==> config.mk <==
export PLATFORM = sky130hd
export DESIGN_NAME = axis_position_selector
export DESIGN_NICKNAME = d
export VERILOG_FILES = /design/src/hdl/aps_pkg.sv /design/src/hdl/aps_cfg.sv /design/src/hdl/aps_table.sv /design/src/hdl/aps_ctrl.sv /design/src/hdl/axis_position_selector.sv
export VERILOG_INCLUDE_DIRS = /design/src /design/src/hdl
export SDC_FILE = /design/constraint.sdc
export NUM_CORES = 2
export LEC_CHECK = 0
export BUFFER_PORTS_ARGS = -buffer_cell sky130_fd_sc_hd__buf_2
export CAP_MARGIN = 10
export CORE_MARGIN = 10
export CORE_UTILIZATION = 25
export CTS_BUF_LIST = sky130_fd_sc_hd__clkbuf_8
export DETAILED_ROUTE_END_ITERATION = 8
export GPL_TIMING_DRIVEN = 0
export SLEW_MARGIN = 10
export SYNTH_ARGS = -nofsm -noshare
export SYNTH_HDL_FRONTEND = slang
export SYNTH_SLANG_ARGS = --single-unit
==> constraint.sdc <==
create_clock -name clk -period 14.25 [get_ports clk]
set_input_delay 1.425 -clock clk [delete_from_list [all_inputs] [get_ports clk]]
set_output_delay 1.425 -clock clk [all_outputs]
set_load 0.005 [all_outputs]
==> src/hdl/axis_position_selector_defines.svh <==
// ----------------------------------------------------------------------------
// axis_position_selector_defines
// Assertion macros shared by the position selector RTL.
// ----------------------------------------------------------------------------
`ifndef AXIS_POSITION_SELECTOR_DEFINES_SVH
`define AXIS_POSITION_SELECTOR_DEFINES_SVH

// antecedent implies consequent in the same cycle
`define APS_ASSERT_IMPLY(label, clk, rst, a, b, msg) \
  label: assert property (@(posedge clk) disable iff (rst) (a) |-> (b)) \
    else $error(msg);

// antecedent implies consequent in the next cycle
`define APS_ASSERT_NEXT(label, clk, rst, a, b, msg) \
  label: assert property (@(posedge clk) disable iff (rst) (a) |=> (b)) \
    else $error(msg);

// condition never holds
`define APS_ASSERT_NEVER(label, clk, rst, a, msg) \
  label: assert property (@(posedge clk) disable iff (rst) !(a)) \
    else $error(msg);

`endif

==> src/hdl/aps_pkg.sv <==
// ----------------------------------------------------------------------------
// aps_pkg
// Types and codes shared by the axis position selector modules.
// ----------------------------------------------------------------------------
package aps_pkg;

  localparam int CFG_IDX_W  = 3;
  localparam int TBL_ADDR_W = 6;

  localparam logic [CFG_IDX_W-1:0] REG_WATCHED_AXIS     = 3'd0;
  localparam logic [CFG_IDX_W-1:0] REG_MATCH_TOLERANCE  = 3'd1;
  localparam logic [CFG_IDX_W-1:0] REG_POSITION_COUNT   = 3'd2;
  localparam logic [CFG_IDX_W-1:0] REG_DEFAULT_POSITION = 3'd3;
  localparam logic [CFG_IDX_W-1:0] REG_HELD_BUTTONS     = 3'd4;
  localparam logic [CFG_IDX_W-1:0] REG_OWNED_BUTTONS    = 3'd5;
  localparam logic [CFG_IDX_W-1:0] REG_CORE_SELECTED    = 3'd6;

  localparam logic [1:0] MODE_AXIS  = 2'd0;
  localparam logic [1:0] MODE_APPLY = 2'd1;
  localparam logic [1:0] MODE_WRITE = 2'd2;

  localparam logic [15:0] EV_ABS = 16'd3;

  typedef struct packed {
    logic [1:0]         mode;
    logic [15:0]        event_type;
    logic [15:0]        event_code;
    logic signed [31:0] axis_value;
    logic [31:0]        joy_in;
    logic [4:0]         entry_index;
    logic signed [15:0] entry_value;
    logic [31:0]        entry_mask;
  } item_t;

  typedef struct packed {
    logic        handled;
    logic [31:0] joy_out;
    logic [4:0]  current_position_out;
  } result_t;

  typedef struct packed {
    logic [7:0]  watched_axis;
    logic [6:0]  match_tolerance;
    logic [4:0]  position_count;
    logic [4:0]  default_position;
    logic [31:0] held_buttons;
    logic [31:0] owned_buttons;
    logic        core_selected;
  } cfg_t;

  typedef struct packed {
    logic signed [15:0] value;
    logic [31:0]        mask;
  } entry_t;

  typedef struct packed {
    logic                  wr_en;
    logic                  rd_en;
    logic [TBL_ADDR_W-1:0] addr;
    entry_t                wdata;
  } tbl_req_t;

endpackage

==> src/hdl/aps_cfg.sv <==
// ----------------------------------------------------------------------------
// aps_cfg
// Configuration register file, written through the config channel.
// ----------------------------------------------------------------------------
module aps_cfg import aps_pkg::*; (
  input  logic                 clk,
  input  logic                 rst,
  input  logic                 cfg_valid,
  output logic                 cfg_ready,
  input  logic [CFG_IDX_W-1:0] cfg_index,
  input  logic [31:0]          cfg_data,
  output cfg_t                 regs
);

  assign cfg_ready = 1'b1;

  always_ff @(posedge clk) begin
    if (rst) begin
      regs <= '0;
    end else if (cfg_valid && cfg_ready) begin
      case (cfg_index)
        REG_WATCHED_AXIS:     regs.watched_axis     <= cfg_data[7:0];
        REG_MATCH_TOLERANCE:  regs.match_tolerance  <= cfg_data[6:0];
        REG_POSITION_COUNT:   regs.position_count   <= cfg_data[4:0];
        REG_DEFAULT_POSITION: regs.default_position <= cfg_data[4:0];
        REG_HELD_BUTTONS:     regs.held_buttons     <= cfg_data;
        REG_OWNED_BUTTONS:    regs.owned_buttons    <= cfg_data;
        REG_CORE_SELECTED:    regs.core_selected    <= cfg_data[0];
        default: ;
      endcase
    end
  end

endmodule

==> src/hdl/aps_table.sv <==
// ----------------------------------------------------------------------------
// aps_table
// Position table: one-port synchronous memory with per-entry valid bits.
// ----------------------------------------------------------------------------
module aps_table import aps_pkg::*; #(
  parameter int MAX_POSITIONS = 24
) (
  input  logic     clk,
  input  logic     rst,
  input  tbl_req_t req,
  output entry_t   rd_data
);

  localparam int IDX_W = (MAX_POSITIONS > 1) ? $clog2(MAX_POSITIONS) : 1;

  entry_t                   mem [MAX_POSITIONS];
  logic [MAX_POSITIONS-1:0] valid;
  entry_t                   rd_q;
  logic                     rd_valid;
  logic [IDX_W-1:0]         idx;

  assign idx = req.addr[IDX_W-1:0];

  always_ff @(posedge clk) begin
    if (req.wr_en) begin
      mem[idx] <= req.wdata;
    end
    if (req.rd_en) begin
      rd_q <= mem[idx];
    end
  end

  // never-written entries read as zero
  always_ff @(posedge clk) begin
    if (rst) begin
      valid    <= '0;
      rd_valid <= 1'b0;
    end else begin
      if (req.wr_en) begin
        valid[idx] <= 1'b1;
      end
      if (req.rd_en) begin
        rd_valid <= valid[idx];
      end
    end
  end

  assign rd_data = rd_valid ? rd_q : '0;

endmodule

==> src/hdl/aps_ctrl.sv <==
// ----------------------------------------------------------------------------
// aps_ctrl
// Sequencer: table scan for nearest position, apply, table write, result reg.
// ----------------------------------------------------------------------------
module aps_ctrl import aps_pkg::*; #(
  parameter int MAX_POSITIONS = 24
) (
  input  logic     clk,
  input  logic     rst,
  input  cfg_t     cfg,
  input  logic     item_valid,
  output logic     item_stall,
  input  item_t    item,
  output logic     result_valid,
  input  logic     result_stall,
  output result_t  result,
  output tbl_req_t tbl_req,
  input  entry_t   rd_data
);

  localparam logic [2:0] S_IDLE  = 3'd0;
  localparam logic [2:0] S_SCAN  = 3'd1;
  localparam logic [2:0] S_AREAD = 3'd2;
  localparam logic [2:0] S_AUSE  = 3'd3;
  localparam logic [2:0] S_WRITE = 3'd4;
  localparam logic [2:0] S_DONE  = 3'd5;

  logic [2:0]         state;
  logic [4:0]         cur_pos;
  logic signed [31:0] reading;
  logic [31:0]        res_joy;
  logic               res_handled;
  logic [4:0]         wr_idx;
  entry_t             wr_entry;

  logic [4:0]  scan_idx;
  logic        issuing;
  logic        rd_pend;
  logic        rd_last;
  logic [4:0]  rd_idx;
  logic        dist_pend;
  logic        dist_last;
  logic [4:0]  dist_idx;
  logic [31:0] scan_d;
  logic        have_best;
  logic [4:0]  best_idx;
  logic [31:0] best_d;

  logic        accept;
  logic [2:0]  start_state;
  logic [4:0]  cnt;
  logic [4:0]  sel_pos;
  logic        apply_ok;
  logic        axis_hit;
  logic        write_ok;
  logic [32:0] diff;
  logic [32:0] mag;
  logic [31:0] dist_next;
  logic        take_new;
  logic [31:0] cand_d;
  logic [4:0]  cand_idx;
  logic        in_tol;
  logic        out_free;

  assign item_stall = (state != S_IDLE);
  assign accept     = item_valid && !item_stall;
  assign out_free   = !result_valid || !result_stall;

  assign cnt = (32'(cfg.position_count) > 32'(MAX_POSITIONS)) ?
               5'(MAX_POSITIONS) : cfg.position_count;
  assign sel_pos  = (cur_pos != 5'd0) ? cur_pos : cfg.default_position;
  assign apply_ok = cfg.core_selected && (cnt != 5'd0) && (sel_pos != 5'd0) &&
                    (sel_pos <= cnt);
  assign axis_hit = (cnt != 5'd0) && (item.event_type == EV_ABS) &&
                    (item.event_code == {8'd0, cfg.watched_axis});
  assign write_ok = 32'(item.entry_index) < 32'(MAX_POSITIONS);

  // exact distance, computed in 33 bits and kept in 32 bits
  assign diff      = {reading[31], reading} - {{17{rd_data.value[15]}}, rd_data.value};
  assign mag       = diff[32] ? (33'd0 - diff) : diff;
  assign dist_next = mag[31:0];

  assign take_new = !have_best || (scan_d < best_d);
  assign cand_d   = take_new ? scan_d : best_d;
  assign cand_idx = take_new ? dist_idx : best_idx;
  assign in_tol   = cand_d <= 32'(cfg.match_tolerance);

  always_comb begin
    start_state = S_DONE;
    case (item.mode)
      MODE_AXIS: begin
        if (axis_hit) begin
          start_state = S_SCAN;
        end
      end
      MODE_APPLY: begin
        if (apply_ok) begin
          start_state = S_AREAD;
        end
      end
      MODE_WRITE: begin
        if (write_ok) begin
          start_state = S_WRITE;
        end
      end
      default: ;
    endcase
  end

  always_comb begin
    tbl_req       = '0;
    tbl_req.wdata = wr_entry;
    case (state)
      S_SCAN: begin
        tbl_req.rd_en = issuing;
        tbl_req.addr  = TBL_ADDR_W'(scan_idx);
      end
      S_AREAD: begin
        tbl_req.rd_en = 1'b1;
        tbl_req.addr  = TBL_ADDR_W'(sel_pos - 5'd1);
      end
      S_WRITE: begin
        tbl_req.wr_en = 1'b1;
        tbl_req.addr  = TBL_ADDR_W'(wr_idx);
      end
      default: ;
    endcase
  end

  always_ff @(posedge clk) begin
    if (rst) begin
      state        <= S_IDLE;
      cur_pos      <= 5'd0;
      issuing      <= 1'b0;
      rd_pend      <= 1'b0;
      dist_pend    <= 1'b0;
      have_best    <= 1'b0;
      result_valid <= 1'b0;
    end else begin
      if (state == S_DONE && out_free) begin
        result_valid <= 1'b1;
      end else if (!result_stall) begin
        result_valid <= 1'b0;
      end
      case (state)
        S_IDLE: begin
          if (accept) begin
            reading     <= item.axis_value;
            res_joy     <= item.joy_in;
            res_handled <= (item.mode == MODE_AXIS) && axis_hit;
            wr_idx      <= item.entry_index;
            wr_entry    <= '{value: item.entry_value, mask: item.entry_mask};
            scan_idx    <= 5'd0;
            issuing     <= 1'b1;
            rd_pend     <= 1'b0;
            dist_pend   <= 1'b0;
            have_best   <= 1'b0;
            state       <= start_state;
          end
        end
        S_SCAN: begin
          rd_pend <= issuing;
          if (issuing) begin
            scan_idx <= scan_idx + 5'd1;
            rd_idx   <= scan_idx;
            rd_last  <= (scan_idx == cnt - 5'd1);
            if (scan_idx == cnt - 5'd1) begin
              issuing <= 1'b0;
            end
          end
          dist_pend <= rd_pend;
          scan_d    <= dist_next;
          dist_idx  <= rd_idx;
          dist_last <= rd_last;
          if (dist_pend) begin
            best_d    <= cand_d;
            best_idx  <= cand_idx;
            have_best <= 1'b1;
            if (dist_last) begin
              if (in_tol) begin
                cur_pos <= cand_idx + 5'd1;
              end
              state <= S_DONE;
            end
          end
        end
        S_AREAD: begin
          state <= S_AUSE;
        end
        S_AUSE: begin
          res_joy <= (res_joy & ~cfg.owned_buttons) | cfg.held_buttons | rd_data.mask;
          state   <= S_DONE;
        end
        S_WRITE: begin
          state <= S_DONE;
        end
        S_DONE: begin
          if (out_free) begin
            state <= S_IDLE;
          end
        end
        default: begin
          state <= S_IDLE;
        end
      endcase
    end
  end

  always_ff @(posedge clk) begin
    if (state == S_DONE && out_free) begin
      result.handled              <= res_handled;
      result.joy_out              <= res_joy;
      result.current_position_out <= cur_pos;
    end
  end

endmodule

==> src/hdl/axis_position_selector.sv <==
// ----------------------------------------------------------------------------
// axis_position_selector
// Axis event on watched axis: one table entry read per cycle; nearest entry within
// tolerance becomes current position. Apply with a position: one table read; table
// write: one write; other items go straight to done. A stalled result waits there.
// One item in flight; next item accepted once the result sits in the output reg.
// Sync reset clears config, FSM, current position; table reads zero until written.
// ----------------------------------------------------------------------------
`include "axis_position_selector_defines.svh"

module axis_position_selector import aps_pkg::*; #(
  parameter int MAX_POSITIONS = 24
) (
  input  logic                 clk,
  input  logic                 rst,
  input  logic                 item_valid,
  output logic                 item_stall,
  input  item_t                item,
  output logic                 result_valid,
  input  logic                 result_stall,
  output result_t              result,
  input  logic                 cfg_valid,
  output logic                 cfg_ready,
  input  logic [CFG_IDX_W-1:0] cfg_index,
  input  logic [31:0]          cfg_data
);

  cfg_t     cfg_regs;
  tbl_req_t tbl_req;
  entry_t   rd_data;

  aps_cfg u_cfg (
    .clk       (clk),
    .rst       (rst),
    .cfg_valid (cfg_valid),
    .cfg_ready (cfg_ready),
    .cfg_index (cfg_index),
    .cfg_data  (cfg_data),
    .regs      (cfg_regs)
  );

  aps_table #(
    .MAX_POSITIONS (MAX_POSITIONS)
  ) u_table (
    .clk     (clk),
    .rst     (rst),
    .req     (tbl_req),
    .rd_data (rd_data)
  );

  aps_ctrl #(
    .MAX_POSITIONS (MAX_POSITIONS)
  ) u_ctrl (
    .clk          (clk),
    .rst          (rst),
    .cfg          (cfg_regs),
    .item_valid   (item_valid),
    .item_stall   (item_stall),
    .item         (item),
    .result_valid (result_valid),
    .result_stall (result_stall),
    .result       (result),
    .tbl_req      (tbl_req),
    .rd_data      (rd_data)
  );

  `APS_ASSERT_NEXT(a_busy_after_transfer, clk, rst, item_valid && !item_stall, item_stall, "input not stalled after transfer")
  `APS_ASSERT_NEVER(a_table_port_excl, clk, rst, tbl_req.wr_en && tbl_req.rd_en, "table read and write in same cycle")
  `APS_ASSERT_IMPLY(a_position_range, clk, rst, result_valid, 32'(result.current_position_out) <= 32'(MAX_POSITIONS), "current position beyond table")

endmodule
== Word level (Yosys, flattened, before mapping) ==
Memories as Yosys holds them, arrays and structs flattened. A register that Yosys moved wholly into a read port is not among the register bits.
Index checks and enable logic that the tools add are counted.
Widths: inputs -> output; s select.

* Muxes and demuxes: 40
* Reductions and logical operators: 42
* Divide/modulo/power cells: 0
* $mul: 0
* Bitwise gates (word level): 6
* Shift operators: 0
* Add/subtract/negate cells: 6
* Order comparisons: 7
* Equality and inequality tests: 22

{| class="wikitable"
|+ Operators with widths
! kind !! count
|-
| $mux 32 || 3
|-
| $or 32x32->32 || 2
|-
| $pmux 32 s2 || 1
|-
| $mux 48 || 1
|-
| $sub 32x16->33 || 1
|-
| $and 32x32->32 || 1
|-
| $le 32x7->1 || 1
|-
| $lt 32x32->1 || 1
|-
| $not 32->32 || 1
|-
| $sub 1x32->32 const A || 1
|-
| $mux 5 || 5
|-
| $or 24x24->24 || 1
|-
| $mux 3 || 6
|-
| $reduce_and 2->1 || 9
|-
| $eq 16x2->1 const B || 1
|-
| $eq 16x8->1 || 1
|-
| $eq 3x3->1 const B || 5
|-
| $pmux 3 s5 || 1
|-
| $pmux 5 s3 || 1
|-
| $reduce_and 3->1 || 5
|-
| $reduce_bool 5->1 || 3
|-
| $mux 1 || 13
|-
| $eq 3x2->1 const B || 4
|-
| $ne 2x1->1 const B || 6
|-
| other kinds (26) || 49
|}

* Logic and storage cells: 157
* Flip-flop bits (word level): 370
* Memories: 1
* Bits in read-only memories: 0
* Latch bits: 0
* Memory bits (writable): 1152

{| class="wikitable"
|+ Memory list
! name !! words !! bits a word !! rd ports !! clocked after Yosys merged registers in !! write ports !! line !! RTL
|-
| u_table.mem || 24 || 48 || 1 || 1 || 1 || aps_table.sv:16 || <nowiki>entry_t mem [MAX_POSITIONS];</nowiki>
|}

== Longest topological paths before layout ==
* Depth in word-level cells: 10
* Gate-level depth with buffers: 23
* Gate-level depth less buffers: 21

== Hierarchy ==
A second synthesis with hierarchy kept.

* Cell total of the unflattened synthesis: 3547
* Area, all modules: 63629.8 um2

{| class="wikitable"
|+ By module, submodules not included
! module !! seq. area each (um2) !! instances !! area each (um2) !! cells each
|-
| aps_table || 36535.0 || 1 || 46077.9 || 1979
|-
| aps_ctrl || 7527.2 || 1 || 13848.3 || 1230
|-
| aps_cfg || 1801.7 || 1 || 3703.6 || 338
|}

== Worst setup path before layout ==
No wires, ideal clock.

* Kind: register to register
* From: reg u_ctrl.cur_pos[2]
* To: mem u_table.mem[16][0] in the netlist's numbering, enable pin
* Clock period less this slack: 7.697 ns
* Data arrival time: 7.121 ns
* Slack: 6.553 ns
* Cell stages (with the launch flop): 11
* Cells stage by stage: dfxtp_1 -> nor3_1 -> a31oi_1 -> ha_1 -> a2bb2oi_1 -> o21a_1 -> clkbuf_1 -> clkbuf_1 -> clkbuf_1 -> nand3_1 -> nor4_1

* Cells in the longest elaborated chain, start to end: 4

{| class="wikitable"
|+ RTL lines
! item !! line !! RTL
|-
| start: declaration || aps_ctrl.sv:29 || <nowiki>logic [4:0] cur_pos;</nowiki>
|-
| start signal: assignment || aps_ctrl.sv:181 || <nowiki>cur_pos <= cand_idx + 5'd1;</nowiki>
|-
| $reduce_bool 5->1 || aps_ctrl.sv:71 || <nowiki>assign sel_pos = (cur_pos != 5'd0) ? cur_pos : cfg.default_position;</nowiki>
|-
| $mux 5 * || aps_ctrl.sv:71 ||
|-
| $sub 5x1->5 * || aps_ctrl.sv:120 || <nowiki>tbl_req.addr = TBL_ADDR_W'(sel_pos - 5'd1);</nowiki>
|-
| $pmux 5 s3 * || aps_ctrl.sv:113 || <nowiki>case (state)</nowiki>
|-
| end: declaration || aps_table.sv:16 ||
|}

Every way passes the cells marked *; elsewhere a longest branch is shown, timed or not.

== Worst setup path after layout ==
* From: reg u_ctrl.cur_pos[2]
* To: mem u_table.mem[13][32] in the netlist's numbering, enable pin

The elaborated chain is that of the path after synthesis.

==> metrics.txt <==
status=completed; Avg WL per Cell=22.06 um; worst vdd ir=around 0.00011 V; Avg Cell Area, Syn=13.42 sq um; largest area contributor in the netlist=edfxtp_1; worst setup margin=7257 ps; RSZ-0062 raised after global routing=no; dpl ws=7570 ps; Syn Nets=5,054; die width=526.5 um; die height=526.5 um; Ports=232; max-cap violation count=0; design area=about 76,000 sq um; Final TNS setup=0 ps; Pwr Total=~10 mW; final setup vio count=0; hold_buf cts=0; Post-synth ARST share=0%; die area=277,300 sq um; Synth Instances=around 4,800; post-DP HPWL=~140,000 um; Root Driver=clkbuf_8; # rows=185; clock sink count=~1,600; skew final=89.91 ps; Post-DRT Antenna Nets=0; ys flop type=edfxtp_1; PwrDens=135.0 nW/um^2; DR iter-0 viols=~5,600; share of layout cells above drive strength 1=roughly 15%; PortBufs=228; largest net degree at the start of global routing=34; Critical Path Source Type=flop; CP required=about 15,000 ps; first-pass GRT wire length=282,600 um; static power due to leakage=25.52 nW; grt total ovfl=0; Clock Path Buffers=3; Final Hold Vio Count=0; placed insts=roughly 8,500; CTS tree=built; Total Nets Final=5,603; hold_ws=~420 ps; EDFF count, synth=around 1,400; Crit. End Element=flop; Yosys warnings=0; Layout Cells excl Fill=8,904; Final Max Slew Viols=0; final period utilization=49.07%; crit path max fanout=16; Core Footprint=254,600 sq um; gpl congestion=about 0.88; Tmin final=6993 ps; clock-pin slew of the registers on the worst-case setup and hold paths=60 ps; post-layout util=29.84%; Hold Crit Class=flop to flop; GRT Resource Usage Total=13.47%; initial antenna violation count=19; unique cell type count in the Yosys netlist=79; post-CTS setup buffers=0; Initial Util=25.19%; vias in the first global route=42,020; TritonCTS Buffers=roughly 240; post-placement cell area=71,250 sq um; Worst EP arrival=7650 ps; Clock Latency Late Sink=approximately 1000 ps; Mapped Area=64,150 sq um; routed wire length=about 200,000 um; Area contributors post-synth=edfxtp_1 68%, nand2_1 6.5%, dfxtp_1 4.0%; register area share after synthesis=71.50%; post_cts resized=0; vias per cell=4.818; kind of critical path=flop to flop; H-tree levels=4; register bit total from synthesis=1,570; DRC errors left=0; Vias=42,900; slew of the pin with the lowest slew margin=1260 ps; f_max=about 140 MHz; Fill cells=25,510; share of the synthesized area in the top cell type=67.50%; max-slew headroom at the worst pin=15.41%; Area Growth Syn to Fin=18.43%; First-pass DRT Iterations=8
report_power, final:
group | internal [mW] | switching [mW]
registers | 5.14 | 0.0771
logic | 0.399 | 0.966
clock network | 1.83 | 1.84
total | 7.37 | 2.89
synthesized netlist by cell type, drive strengths merged (42+ instances only):
| master | instances |
|---|---|
| edfxtp | 1442 |
| nand2 | 1110 |
| nand3 | 297 |
| clkbuf | 232 |
| o21ai | 166 |
| a21oi | 154 |
| nor2 | 142 |
| dfxtp | 128 |
| and3 | 113 |
| a311oi | 110 |
| a31oi | 107 |
| inv | 97 |
| ha | 82 |
| mux4 | 82 |
| buf | 51 |
| a22oi | 46 |
| xnor2 | 42 |
logic make-up (layout without fill, tap and decap cells):
family | Yosys count | after routing | share of synthesized area, %
mux | 143 | 143 | 3.899
other cells | 1 | 6 | 0.005846
xor+xnor | 70 | 70 | 0.9675
simple gates | 1808 | 1808 | 12.20
fa+ha+maj | 83 | 83 | 1.631
buf+inv | 380 | 1133 | 2.247
compound gates | 725 | 725 | 7.551
flops | 1570 | 1570 | 71.50
registers in the layout, summed over array words and instances (netlist names), 24 cells and up:
register and count:
u_table.mem 1152, u_ctrl.reading 32, u_ctrl.tbl_req 48, u_table.rd_q 48, u_ctrl.res_joy 32, u_ctrl.best_d 32, u_cfg.regs 90, u_ctrl.result 38
u_ctrl.scan_d 32, u_table.valid 24
cell usage in the layout, fill, tap and decap left out, types with 25 or more instances in the layout:
master | netlist | routed
a21o_1 | 29 | 29
a21oi_1 | 152 | 150
a221oi_1 | 33 | 33
a22oi_1 | 46 | 46
a311oi_1 | 110 | 110
a31oi_1 | 107 | 107
and3_1 | 113 | 113
buf_1 | 42 | 42
buf_12 | 0 | 26
buf_16 | 0 | 30
buf_2 | 8 | 236
clkbuf_1 | 231 | 231
clkbuf_8 | 0 | 256
clkinv_1 | 0 | 61
clkinv_2 | 0 | 34
dfxtp_1 | 128 | 128
edfxtp_1 | 1442 | 1442
ha_1 | 82 | 82
inv_1 | 97 | 163
mux2_2 | 35 | 35
mux2i_1 | 26 | 26
mux4_2 | 82 | 82
nand2_1 | 1110 | 1110
nand3_1 | 297 | 297
nand4_1 | 25 | 25
nor2_1 | 142 | 118
nor3_1 | 31 | 29
o21ai_0 | 161 | 161
xnor2_1 | 42 | 42
xor2_1 | 27 | 27
worst max-delay path: stages (launching register included):
cell and delay (ps):
dfxtp_1 370, nor3_1 360, a31oi_1 250, ha_1 340
a2bb2oi_1 340, o21a_1 300, clkbuf_1 830, clkbuf_1 820
clkbuf_1 750, buf_1 630, nand3_1 530, nor2_4 500
buf_12 240, buf_16 190, buf_16 180
layout make-up:
type	instances	area, sq um	share of cell area [%]
antenna	5	12.51	0.01647
buffer	283	1077	1.418
clock buffer	256	3523	4.638
clock inverter	191	1189	1.565
inverter	97	364.1	0.4793
multi-input combinational	2830	17060	22.46
sequential	1570	45860	60.37
tap	3366	4212	5.544
timing repair buffer	306	2668	3.511
final timing paths:
path	from	end	slack [ps]	cells past startpoint
min	u_ctrl.res_handled	u_ctrl.result[37]	420	0
max reg2reg	u_ctrl.cur_pos[2]	u_table.mem[13][32]	7260	14
max	u_ctrl.cur_pos[2]	u_table.mem[13][32]	7260	14
min reg2reg	u_ctrl.res_handled	u_ctrl.result[37]	420	0
routing by layer:
| metal | part of all wire, % | global-route usage [%] | vias up | wire length [um] |
|---|---|---|---|---|
| li1 | - | - | 19020 | - |
| met1 | 41 | 17.52 | 21250 | 80790 |
| met2 | 46 | 21.65 | 2175 | 89870 |
| met3 | 9.4 | 3.427 | 448 | 18540 |
| met4 | 3.6 | 4.992 | 10 | 7163 |
| met5 | 0.027 | 0 | - | 53 |
(Power assumes the default switching activity.)
